**src/hdl/sps_pkg.sv**
```systemverilog
`timescale 1ns / 1ps

package sps_pkg;

    localparam int OP_W      = 2;
    localparam int TIMER_W   = 16;
    localparam int COUNT_W   = 32;
    localparam int SPEED_W   = 24;
    localparam int FREQ_W    = 32;
    localparam int SPT_W     = 16;
    localparam int COIL_W    = 4;
    localparam int PHASE_W   = 3;
    localparam int PERIOD_W  = 16;
    localparam int FRAC_W    = 8;
    localparam int NUM_W     = FREQ_W + FRAC_W;
    localparam int PROD_W    = SPEED_W + SPT_W;
    localparam int MUL_CNT_W = $clog2(SPT_W);
    localparam int DIV_CNT_W = $clog2(PERIOD_W);
    localparam int CFG_IDX_W = 8;
    localparam int CFG_DAT_W = 32;
    localparam int S_DATA_W  = 72;
    localparam int M_DATA_W  = 8;

    localparam logic [FREQ_W-1:0]  FREQ_RESET = FREQ_W'(1000000);
    localparam logic [SPT_W-1:0]   SPT_RESET  = SPT_W'(200);
    localparam logic [PHASE_W-1:0] PHASE_LAST = PHASE_W'(7);

    typedef enum logic [OP_W-1:0] {
        OP_TICK      = 2'd0,
        OP_START_CW  = 2'd1,
        OP_START_CCW = 2'd2,
        OP_NONE      = 2'd3
    } op_t;

    typedef enum logic [CFG_IDX_W-1:0] {
        CFG_TIMER_FREQ     = 8'd0,
        CFG_STEPS_PER_TURN = 8'd1
    } cfg_idx_t;

    localparam logic [COIL_W-1:0] COIL_AB  = 4'h5;
    localparam logic [COIL_W-1:0] COIL_BA2 = 4'hC;
    localparam logic [COIL_W-1:0] COIL_AB2 = 4'hA;
    localparam logic [COIL_W-1:0] COIL_BA  = 4'h3;
    localparam logic [COIL_W-1:0] COIL_OFF = 4'h0;

    // full-step pattern, each held for two phases
    function automatic logic [COIL_W-1:0] coil_pattern(input logic [PHASE_W-1:0] ph);
        logic [COIL_W-1:0] pat;
        unique case (ph[PHASE_W-1:1])
            2'd0:    pat = COIL_AB;
            2'd1:    pat = COIL_BA2;
            2'd2:    pat = COIL_AB2;
            default: pat = COIL_BA;
        endcase
        return pat;
    endfunction

endpackage

```
**src/hdl/sps_mul.sv**
```systemverilog
`timescale 1ns / 1ps

module sps_mul import sps_pkg::*; (
    input  logic                aclk,
    input  logic                aresetn,
    input  logic                start,
    input  logic [SPEED_W-1:0]  mcand,
    input  logic [SPT_W-1:0]    mplr,
    output logic                done,
    output logic [PROD_W-1:0]   prod
);

    logic                 busy_reg;
    logic                 done_reg;
    logic [MUL_CNT_W-1:0] cnt_reg;
    logic [PROD_W-1:0]    mcand_reg;
    logic [SPT_W-1:0]     mplr_reg;
    logic [PROD_W-1:0]    acc_reg;
    logic [PROD_W-1:0]    acc_next;

    // one multiplier bit per cycle, lsb first
    assign acc_next = mplr_reg[0] ? acc_reg + mcand_reg : acc_reg;

    always_ff @(posedge aclk) begin
        if (!aresetn) begin
            busy_reg <= 1'b0;
            done_reg <= 1'b0;
        end else begin
            done_reg <= 1'b0;
            if (start) begin
                busy_reg  <= 1'b1;
                cnt_reg   <= MUL_CNT_W'(SPT_W - 1);
                mcand_reg <= PROD_W'(mcand);
                mplr_reg  <= mplr;
                acc_reg   <= '0;
            end else if (busy_reg) begin
                acc_reg   <= acc_next;
                mcand_reg <= {mcand_reg[PROD_W-2:0], 1'b0};
                mplr_reg  <= {1'b0, mplr_reg[SPT_W-1:1]};
                cnt_reg   <= cnt_reg - 1'b1;
                if (cnt_reg == '0) begin
                    busy_reg <= 1'b0;
                    done_reg <= 1'b1;
                end
            end
        end
    end

    assign done = done_reg;
    assign prod = acc_reg;

endmodule

```
**src/hdl/sps_div.sv**
```systemverilog
`timescale 1ns / 1ps

module sps_div import sps_pkg::*; (
    input  logic                aclk,
    input  logic                aresetn,
    input  logic                start,
    input  logic [NUM_W-1:0]    num,
    input  logic [PROD_W-1:0]   den,
    output logic                done,
    output logic [PERIOD_W-1:0] quot
);

    logic                 busy_reg;
    logic                 done_reg;
    logic                 sat_reg;
    logic [DIV_CNT_W-1:0] cnt_reg;
    logic [PROD_W-1:0]    rem_reg;
    logic [PROD_W-1:0]    den_reg;
    logic [PERIOD_W-1:0]  lo_reg;
    logic [PERIOD_W-1:0]  quo_reg;
    logic [PROD_W-1:0]    head;
    logic [PROD_W:0]      trial;
    logic [PROD_W:0]      diff;
    logic                 fits;

    // high part of the dividend; quotient overflows when it already covers den
    assign head  = PROD_W'(num[NUM_W-1:PERIOD_W]);
    assign trial = {rem_reg, lo_reg[PERIOD_W-1]};
    assign diff  = trial - {1'b0, den_reg};
    assign fits  = trial >= {1'b0, den_reg};

    always_ff @(posedge aclk) begin
        if (!aresetn) begin
            busy_reg <= 1'b0;
            done_reg <= 1'b0;
        end else begin
            done_reg <= 1'b0;
            if (start) begin
                busy_reg <= 1'b1;
                cnt_reg  <= DIV_CNT_W'(PERIOD_W - 1);
                rem_reg  <= head;
                den_reg  <= den;
                lo_reg   <= num[PERIOD_W-1:0];
                quo_reg  <= '0;
                sat_reg  <= head >= den;
            end else if (busy_reg) begin
                rem_reg <= fits ? diff[PROD_W-1:0] : trial[PROD_W-1:0];
                lo_reg  <= {lo_reg[PERIOD_W-2:0], 1'b0};
                quo_reg <= {quo_reg[PERIOD_W-2:0], fits};
                cnt_reg <= cnt_reg - 1'b1;
                if (cnt_reg == '0) begin
                    busy_reg <= 1'b0;
                    done_reg <= 1'b1;
                end
            end
        end
    end

    assign done = done_reg;
    assign quot = sat_reg ? '1 : quo_reg;

endmodule

```
**src/hdl/stepper_phase_sequencer.sv**
```systemverilog
`timescale 1ns / 1ps
// channel  direction  handshake          payload
// s_       in         s_tvalid/s_tready  s_tuser operation, s_tdata timer/count/speed
// m_       out        m_tvalid/m_tready  m_tdata coils, stepped, busy_res
// cfg_     in         cfg_valid/cfg_ready cfg_index, cfg_data
// a tick is answered in the cycle after its transfer when the output register is free
// a start runs the shift-add multiplier for speed * steps_per_turn, hands off to the
// shift-subtract divider for the period, then passes its result to the output register
// s_tready stays low from a start transfer until its result is loaded
// aresetn is synchronous; a stalled m_ side parks the next result in the pending slot
// and keeps s_tready low until the output register drains

module stepper_phase_sequencer import sps_pkg::*; (
    input  logic                 aclk,
    input  logic                 aresetn,
    input  logic                 s_tvalid,
    output logic                 s_tready,
    input  logic [S_DATA_W-1:0]  s_tdata,   // timer_value, step_count, speed
    input  logic [OP_W-1:0]      s_tuser,   // operation
    output logic                 m_tvalid,
    input  logic                 m_tready,
    output logic [M_DATA_W-1:0]  m_tdata,   // coils, stepped, busy_res, zero pad
    input  logic                 cfg_valid,
    output logic                 cfg_ready,
    input  logic [CFG_IDX_W-1:0] cfg_index,
    input  logic [CFG_DAT_W-1:0] cfg_data
);

    typedef enum logic [1:0] {ST_IDLE, ST_MUL, ST_DIV, ST_PUSH} state_t;

    state_t               state_reg;
    logic [FREQ_W-1:0]    freq_reg;
    logic [SPT_W-1:0]     spt_reg;
    logic [COUNT_W-1:0]   remaining_reg;
    logic                 ccw_reg;
    logic [TIMER_W-1:0]   last_reg;
    logic [PERIOD_W-1:0]  period_reg;
    logic [PHASE_W-1:0]   phase_reg;
    logic [COIL_W-1:0]    coils_reg;
    logic [M_DATA_W-1:0]  pend_reg;
    logic                 m_tvalid_reg;
    logic [M_DATA_W-1:0]  m_tdata_reg;

    logic [TIMER_W-1:0]   in_timer;
    logic [COUNT_W-1:0]   in_count;
    logic [SPEED_W-1:0]   in_speed;
    op_t                  in_op;
    logic                 accept;
    logic                 out_free;
    logic                 is_start;
    logic                 load_out;
    logic [TIMER_W-1:0]   elapsed;
    logic                 fire;
    logic [COUNT_W-1:0]   remaining_next;
    logic [TIMER_W-1:0]   last_next;
    logic [PHASE_W-1:0]   phase_next;
    logic [COIL_W-1:0]    coils_next;
    logic [M_DATA_W-1:0]  res_next;

    logic                 mul_start;
    logic                 mul_done;
    logic [PROD_W-1:0]    mul_prod;
    logic                 div_start;
    logic                 div_done;
    logic [PERIOD_W-1:0]  div_quot;

    assign in_timer = s_tdata[TIMER_W-1:0];
    assign in_count = s_tdata[TIMER_W+COUNT_W-1:TIMER_W];
    assign in_speed = s_tdata[TIMER_W+COUNT_W+SPEED_W-1:TIMER_W+COUNT_W];
    assign in_op    = op_t'(s_tuser);

    assign s_tready  = (state_reg == ST_IDLE);
    assign cfg_ready = 1'b1;
    assign accept    = s_tvalid && s_tready;
    assign out_free  = !m_tvalid_reg || m_tready;
    assign is_start  = (in_op == OP_START_CW) || (in_op == OP_START_CCW);
    assign elapsed   = in_timer - last_reg;

    // output register loads straight from a tick or from the pending slot
    assign load_out  = ((state_reg == ST_IDLE) && accept && !is_start && out_free)
                    || ((state_reg == ST_PUSH) && out_free);

    always_comb begin
        remaining_next = remaining_reg;
        last_next      = last_reg;
        phase_next     = phase_reg;
        coils_next     = coils_reg;
        fire           = 1'b0;
        unique case (in_op)
            OP_TICK: begin
                if (remaining_reg != '0) begin
                    if (last_reg == '0) begin
                        last_next = in_timer;
                    end else if (elapsed > period_reg) begin
                        fire           = 1'b1;
                        last_next      = in_timer;
                        coils_next     = coil_pattern(phase_reg);
                        remaining_next = remaining_reg - 1'b1;
                        if (ccw_reg) begin
                            phase_next = (phase_reg == PHASE_LAST) ? '0 : phase_reg + 1'b1;
                        end else begin
                            phase_next = (phase_reg == '0) ? PHASE_LAST : phase_reg - 1'b1;
                        end
                    end
                end else begin
                    coils_next = COIL_OFF;
                end
            end
            OP_START_CW, OP_START_CCW: begin
                remaining_next = in_count;
                last_next      = '0;
            end
            default: begin
            end
        endcase
        res_next = M_DATA_W'({(remaining_next != '0), fire, coils_next});
    end

    assign mul_start = accept && is_start;
    assign div_start = (state_reg == ST_MUL) && mul_done;

    sps_mul u_mul (
        .aclk    (aclk),
        .aresetn (aresetn),
        .start   (mul_start),
        .mcand   (in_speed),
        .mplr    (spt_reg),
        .done    (mul_done),
        .prod    (mul_prod)
    );

    sps_div u_div (
        .aclk    (aclk),
        .aresetn (aresetn),
        .start   (div_start),
        .num     ({freq_reg, {FRAC_W{1'b0}}}),
        .den     (mul_prod),
        .done    (div_done),
        .quot    (div_quot)
    );

    always_ff @(posedge aclk) begin
        if (!aresetn) begin
            state_reg     <= ST_IDLE;
            freq_reg      <= FREQ_RESET;
            spt_reg       <= SPT_RESET;
            remaining_reg <= '0;
            ccw_reg       <= 1'b0;
            last_reg      <= '0;
            period_reg    <= '0;
            phase_reg     <= '0;
            coils_reg     <= '0;
            m_tvalid_reg  <= 1'b0;
        end else begin
            if (cfg_valid && cfg_ready) begin
                if (cfg_index == CFG_TIMER_FREQ) begin
                    freq_reg <= cfg_data;
                end else if (cfg_index == CFG_STEPS_PER_TURN) begin
                    spt_reg <= cfg_data[SPT_W-1:0];
                end
            end
            if (load_out) begin
                m_tvalid_reg <= 1'b1;
            end else if (m_tvalid_reg && m_tready) begin
                m_tvalid_reg <= 1'b0;
            end
            unique case (state_reg)
                ST_IDLE: begin
                    if (accept) begin
                        remaining_reg <= remaining_next;
                        last_reg      <= last_next;
                        phase_reg     <= phase_next;
                        coils_reg     <= coils_next;
                        if (is_start) begin
                            ccw_reg   <= (in_op == OP_START_CCW);
                            pend_reg  <= res_next;
                            state_reg <= ST_MUL;
                        end else if (out_free) begin
                            m_tdata_reg  <= res_next;
                        end else begin
                            pend_reg  <= res_next;
                            state_reg <= ST_PUSH;
                        end
                    end
                end
                ST_MUL: begin
                    if (mul_done) begin
                        state_reg <= ST_DIV;
                    end
                end
                ST_DIV: begin
                    if (div_done) begin
                        period_reg <= div_quot;
                        state_reg  <= ST_PUSH;
                    end
                end
                ST_PUSH: begin
                    if (out_free) begin
                        m_tdata_reg  <= pend_reg;
                        state_reg    <= ST_IDLE;
                    end
                end
                default: state_reg <= ST_IDLE;
            endcase
        end
    end

    assign m_tvalid = m_tvalid_reg;
    assign m_tdata  = m_tdata_reg;

endmodule

```
**config.mk**
```make
export PLATFORM = sky130hd
export DESIGN_NAME = stepper_phase_sequencer
export DESIGN_NICKNAME = d
export VERILOG_FILES = /design/src/hdl/sps_pkg.sv /design/src/hdl/sps_mul.sv /design/src/hdl/sps_div.sv /design/src/hdl/stepper_phase_sequencer.sv
export SDC_FILE = /design/constraint.sdc
export NUM_CORES = 1
export LEC_CHECK = 0
export ABC_AREA = 1
export BUFFER_PORTS_ARGS = -buffer_cell sky130_fd_sc_hd__buf_2
export CAP_MARGIN = 40
export CORE_MARGIN = 8
export CORE_UTILIZATION = 45
export CTS_BUF_LIST = sky130_fd_sc_hd__clkbuf_2
export DETAILED_ROUTE_END_ITERATION = 10
export GPL_TIMING_DRIVEN = 0
export PLACE_DENSITY = 0.6
export SETUP_SLACK_MARGIN = 0.3
export SLEW_MARGIN = 20
export SYNTH_ARGS = -nofsm -noshare
export SYNTH_HDL_FRONTEND = slang
export SYNTH_HIERARCHICAL = 1
export SYNTH_SLANG_ARGS = --single-unit
```
**constraint.sdc**
```tcl
create_clock -name aclk -period 6.05 [get_ports aclk]
set_input_delay 1.5125 -clock aclk [delete_from_list [all_inputs] [get_ports aclk]]
set_output_delay 1.5125 -clock aclk [all_outputs]
set_load 0.01 [all_outputs]
```
After elaboration in Yosys (flattened, before gate mapping)
Index checks and enable logic that the tools add are counted.
{"block": "word_totals", "reg_bits": 357, "in_bits": 119, "elab_cells": 169}
{"block": "op_classes", "add_sub_neg": 8, "order_cmp": 3, "n_eq_ne": 19, "muxes": 59, "bitwise": 5, "reduce_logical": 46}
{"cell": "40-bit two-way mux", "n": 5}
{"cell": "16-bit two-way mux", "n": 9}
{"cell": "32-bit two-way mux", "n": 3}
{"cell": "32-bit case mux with 2 select lines", "n": 1}
{"cell": "32-bit nonzero test", "n": 2}
{"cell": "24-bit two-way mux", "n": 2}
{"cell": "41-bit by 40-bit >= comparator with 1-bit output", "n": 1}
{"cell": "40-bit adder", "n": 1}
{"cell": "24-bit by 40-bit >= comparator with 1-bit output", "n": 1}
{"cell": "40-bit subtractor", "n": 1}
{"cell": "8-bit two-way mux", "n": 4}
{"cell": "16-bit case mux with 2 select lines", "n": 1}
{"cell": "32-bit by 1-bit subtractor with 32-bit output (second input constant)", "n": 1}
{"cell": "4-bit two-way mux", "n": 6}
{"cell": "16-bit > comparator", "n": 1}
{"cell": "16-bit zero test", "n": 1}
{"cell": "8-bit case mux with 2 select lines", "n": 1}
{"cell": "16-bit subtractor", "n": 1}
{"cell": "1-bit two-way mux", "n": 14}
{"cell": "2-bit two-way mux", "n": 6}
{"cell": "6-bit two-way mux", "n": 2}
{"cell": "4-bit case mux with 3 select lines", "n": 1}
{"cell": "2-bit AND reduction", "n": 6}
{"cell": "6-bit AND reduction", "n": 2}
{"cell": "27 further kinds", "n": 67}

Longest topological paths before layout
{"block": "depth", "word_depth": 11, "depth_mapped": 35, "depth_no_buf": 35}

By module
Netlist, hierarchy kept.
{"module": "stepper_phase_sequencer", "instances": 1, "cells_each": 1267, "area_per_inst_um2": 8498.2, "seq_area_each_um2": 2822.7}
{"module": "sps_div", "instances": 1, "cells_each": 1097, "area_per_inst_um2": 8374.3, "seq_area_each_um2": 3553.4}
{"module": "sps_mul", "instances": 1, "cells_each": 928, "area_per_inst_um2": 6839.1, "seq_area_each_um2": 3042.9}

Least setup slack after synthesis
No wires, ideal clock.
{"block": "synth_path", "path_type": "input to register", "start": "in aresetn", "end": "reg u_div.busy_reg", "arrival_ns": 5.791, "required_time_ns": 5.974, "setup_slack_ns": 0.184, "cell_stages": 4, "path_cell_list": "inv_1 -> a21oi_1 -> o21ai_0 -> inv_1"}
{"element": "start, declared", "line_no": "stepper_phase_sequencer.sv:15", "text": "input logic aresetn,"}
{"element": "end signal, assigned", "line_no": "sps_div.sv:34", "text": "busy_reg <= 1'b0;"}
{"element": "end signal, assigned", "line_no": "sps_div.sv:39", "text": "busy_reg <= 1'b1;"}
{"element": "end signal, assigned", "line_no": "sps_div.sv:52", "text": "busy_reg <= 1'b0;"}
{"element": "end, declared", "line_no": "sps_div.sv:13", "text": "logic busy_reg;"}

Final worst setup path
{"block": "layout_path", "start": "in s_tdata[0]", "end": "reg m_tdata_reg[5] (netlist: m_tdata[5]) (data pin)"}
{"block": "layout_via", "elab_chain_len": 11}
{"element": "start, declared", "line_no": "stepper_phase_sequencer.sv:18", "text": "input logic [S_DATA_W-1:0] s_tdata,"}
{"element": "16-bit subtractor", "line_no": "stepper_phase_sequencer.sv:77", "text": "assign elapsed = in_timer - last_reg;"}
{"element": "16-bit > comparator", "line_no": "stepper_phase_sequencer.sv:94", "text": "end else if (elapsed > period_reg) begin"}
{"element": "32-bit two-way mux", "line_no": "stepper_phase_sequencer.sv:94"}
{"element": "32-bit two-way mux", "line_no": "stepper_phase_sequencer.sv:92", "text": "if (last_reg == '0) begin"}
{"element": "32-bit two-way mux", "line_no": "stepper_phase_sequencer.sv:91", "text": "if (remaining_reg != '0) begin"}
{"element": "32-bit case mux with 2 select lines", "line_no": "stepper_phase_sequencer.sv:89", "text": "unique case (in_op)"}
{"element": "32-bit nonzero test", "line_no": "stepper_phase_sequencer.sv:116", "text": "res_next = M_DATA_W'({(remaining_next != '0), fire, coils_next});"}
{"element": "named net res_next[5]", "line_no": "stepper_phase_sequencer.sv:58", "text": "logic [M_DATA_W-1:0] res_next;"}
{"element": "8-bit two-way mux", "line_no": "stepper_phase_sequencer.sv:178", "text": "end else if (out_free) begin"}
{"element": "8-bit two-way mux", "line_no": "stepper_phase_sequencer.sv:174", "text": "if (is_start) begin"}
{"element": "8-bit two-way mux", "line_no": "stepper_phase_sequencer.sv:169", "text": "if (accept) begin"}
{"element": "8-bit case mux with 2 select lines", "line_no": "stepper_phase_sequencer.sv:167", "text": "unique case (state_reg)"}
{"element": "end signal, assigned", "line_no": "stepper_phase_sequencer.sv:179", "text": "m_tdata_reg <= res_next;"}
{"element": "end signal, assigned", "line_no": "stepper_phase_sequencer.sv:199", "text": "m_tdata_reg <= pend_reg;"}
{"element": "end, declared", "line_no": "stepper_phase_sequencer.sv:42", "text": "logic [M_DATA_W-1:0] m_tdata_reg;"}
The timed path passes the listed nets, and every way through them passes these cells. The select of a mux whose other input is x is not followed.
A chain may end at the register's enable or synchronous reset.

==> PnR_summary.wiki <==
{| class="wikitable"
! Metric !! Value
|-
| Die ar. || 60,300 µm²
|-
| Via count of the routed design || 22,400
|-
| CTS Root Buffer Type || sky130_fd_sc_hd__clkbuf_2
|-
| Combined area of all synthesized cells || 23,700 µm²
|-
| CTS Buffer Depth || 3
|-
| Share of synthesized area occupied by flip-flops and latches || 39.7%
|-
| Total of buffers placed on input and output ports || approximately 130
|-
| CP Class || in -> reg
|-
| Total wire length after detailed routing || 73,200 µm
|-
| Pre-antenna DRT Iters || 5
|-
| Number of levels in the clock H-tree || 3
|-
| Clock-pin slew on the worst setup and hold paths || 0.09 ns
|-
| Post-synthesis area per instance || 7.20 µm²
|-
| Post-layout worst setup margin || 0.667 ns
|-
| Standard cell core area || 52,300 µm²
|-
| Residual antenna-violating net count after detailed routing || 0
|-
| Residual overflow from global routing || 0
|-
| Number of placement rows || 84
|-
| FF-to-FF setup slack || 0.93 ns
|-
| Hold Path Cell Cnt || 2
|-
| Vertical extent of the die || between 200 and 250 µm
|-
| Synth async-reset ratio || 0%
|-
| Clock buffer count from CTS || 99
|-
| Most used flip-flop cell after synthesis || sky130_fd_sc_hd__edfxtp_1
|-
| Most common cell after layout, fill and taps aside || sky130_fd_sc_hd__nand2_1
|-
| Final Instance Count excl. Fillers || 4,309
|-
| Ratio of cells with drive above 1 in the final layout || 11.3%
|-
| First-pass GRT wire length || 114,000 µm
|-
| Standby leakage power || 12.8 nW
|-
| Result of the run || finished clean
|-
| Maximum Capacitance Violations || 0
|-
| Insertion delay to the later sink of the worst-skew pair || 1.09 ns
|-
| Core occupancy in the finished layout || 50.4%
|-
| Startpoint class of the critical path || primary input
|-
| Detailed-placement wirelength estimate || just under 60,000 µm
|-
| Post-route minimum period || ~5.4 ns
|-
| Worst path most repeated cell || sky130_fd_sc_hd__nand2_1
|-
| Pin slew with the least headroom to its limit || 0.870 ns
|-
| Total power || roughly 8 mW
|-
| Element type at the critical path end || register
|-
| Via count of the first global-routing pass || 21,600
|-
| Placed cell area || about 25,000 µm²
|-
| Number of warnings reported in the yosys synthesis log || 6
|-
| Final design instance area without fill || 26,400 µm²
|-
| GRT Util Overall || between 20% and 30%
|-
| Final setup fails || 0
|-
| Cell variety after synth || 54
|-
| Path category of the worst min-delay check || reg -> reg
|-
| CTS sink cnt || 356
|-
| Accumulated negative setup slack || 0 ns
|-
| Iteration-0 DRC Markers || 1,678
|-
| CP max FO || 10
|-
| P&R area growth vs syn || 11.3%
|-
| Number of vias per cell || 5.19
|-
| Worst-case vdd ir drop || 147 µV
|-
| Horiz. Die Dim || 246 µm
|-
| Number of antenna violations at the first check in global routing || 2
|-
| Count of pins over their slew limit || 0
|-
| Worst slew margin relative to its limit || 42.0%
|-
| Pin count of the biggest net entering global routing || 40
|-
| CTS tree || yes
|-
| Number of enable flip-flop cells after synthesis || 229
|-
| Count of final hold-check violations || 0
|-
| Highest clock frequency the design can meet || roughly 190 MHz
|-
| Total placed cells including tap cells || 4,122
|-
| Hold_ws || 0.471 ns
|-
| Total Nets Final || 3,811
|-
| Required time worst endpoint || just under 7 ns
|-
| Number of synthesized register bits || 356
|-
| Post-Place Setup Slack || -0.599 ns
|-
| Post-synthesis instance total || approximately 3,300
|-
| Setup skew after layout || 0.0716 ns
|-
| Detailed-route wire length per cell || 17.0 µm
|-
| Commonest cells after routing, fill and taps aside || 949 x sky130_fd_sc_hd__nand2_1, 478 x sky130_fd_sc_hd__inv_1, 390 x sky130_fd_sc_hd__nor2_1, 229 x sky130_fd_sc_hd__edfxtp_1, 225 x sky130_fd_sc_hd__a21oi_1
|-
| Setup repair after global routing missed its margin || no
|-
| Initial standard-cell utilization of the core || 45.3%
|-
| Boundary Pins || 130
|-
| Remaining routing DRC violations || 0
|-
| Crit share post-route || between 80 and 90%
|-
| Worst EP arrival || 6.18 ns
|-
| Cell Pwr Density || roughly 300 nW/µm²
|-
| Worst Reg2Reg Path Length in Cells || 31
|-
| Final RePlAce weighted congestion || about 0.95
|-
| Largest stage delay, worst path || 0.41 ns
|-
| Master of the slowest instance on the critical path || sky130_fd_sc_hd__fa_1
|}
==> cell usage after synthesis, drive strengths merged, types with 6 or more instances <==
master | number | area, µm²
clkbuf | 60 | 229
nand4 | 30 | 215
o221ai | 31 | 272
edfxtp | 229 | 6880
a211oi | 20 | 150
o21a | 6 | 45.0
nor2 | 413 | 1650
a21o | 9 | 67.6
o21ai | 182 | 918
xor2 | 16 | 140
a21oi | 231 | 1180
ha | 152 | 1900
nand3 | 194 | 1040
buf | 39 | 236
nor4 | 8 | 50.1
nor3 | 23 | 115
nand2 | 973 | 3730
xnor2 | 23 | 201
o21bai | 13 | 97.6
dfxtp | 127 | 2540
inv | 485 | 1820
==> layer usage <==
| metal | vias up | part of all wire, % | track usage [%] |
|---|---|---|---|
| li1 | 11200 | - | - |
| met1 | 10400 | 46 | 32.6 |
| met2 | 653 | 44 | 37.5 |
| met3 | 121 | 6.8 | 4.63 |
| met5 | - | 0.016 | 0 |
| met4 | 2 | 2.5 | 8.01 |
==> critical path, delay by kind of cell <==
kind	cells	cell delay, ns
AOI/OAI and AO/OA	7	1.30
xor gates and xnor gates	1	0.07
adders and majority gates	3	0.91
buffers and inverters	4	0.48
and+or+nand+nor	18	1.91
==> layout make-up <==
class                           count  area, µm²
Antenna cell                        2       5.00
Clock buffer                      151        756
Tap cell                          688        861
Multi-Input combinational cell   2358      12100
Buffer                             99        465
Inverter                          488       1840
Clock inverter                     32        168
Timing Repair Buffer              135        816
Fill cell                        5441      25900
Sequential cell                   356       9420
==> worst paths after layout <==
path / endpoint / start
max: m_tdata[5] / s_tdata[0]
min: period_reg[1] / period_reg[1]
max reg2reg: m_tdata[5] / last_reg[0]
min reg2reg: period_reg[1] / period_reg[1]
==> power breakdown <==
group | total, mW | leakage, nW | internal [mW] | switching [mW]
registers | 3.09 | 3.11 | 2.89 | 0.204
clock network | 1.80 | 0.698 | 0.713 | 1.09
logic | 3.10 | 9.01 | 1.02 | 2.08
total | 7.99 | 12.8 | 4.62 | 3.37
==> cells by family after synthesis <==
family,count (synthesis),share of synthesized area (%)
other,2,0.0317
flip-flops,356,39.7
AO/OA/AOI/OAI,503,11.8
adder cells (fa/ha/maj),155,8.27
buffers and inverters,587,9.70
AND/OR/NAND/NOR,1650,29.0
XOR/XNOR,39,1.44
==> repair_timing <==
item / 4_1_cts / 5_1_grt
gates resized for setup: 0 / 8
hold buffers: 0 / 0
setup endpoints to repair: 0 / 14
setup buffers: 0 / 2
(Power assumes the default switching activity.)
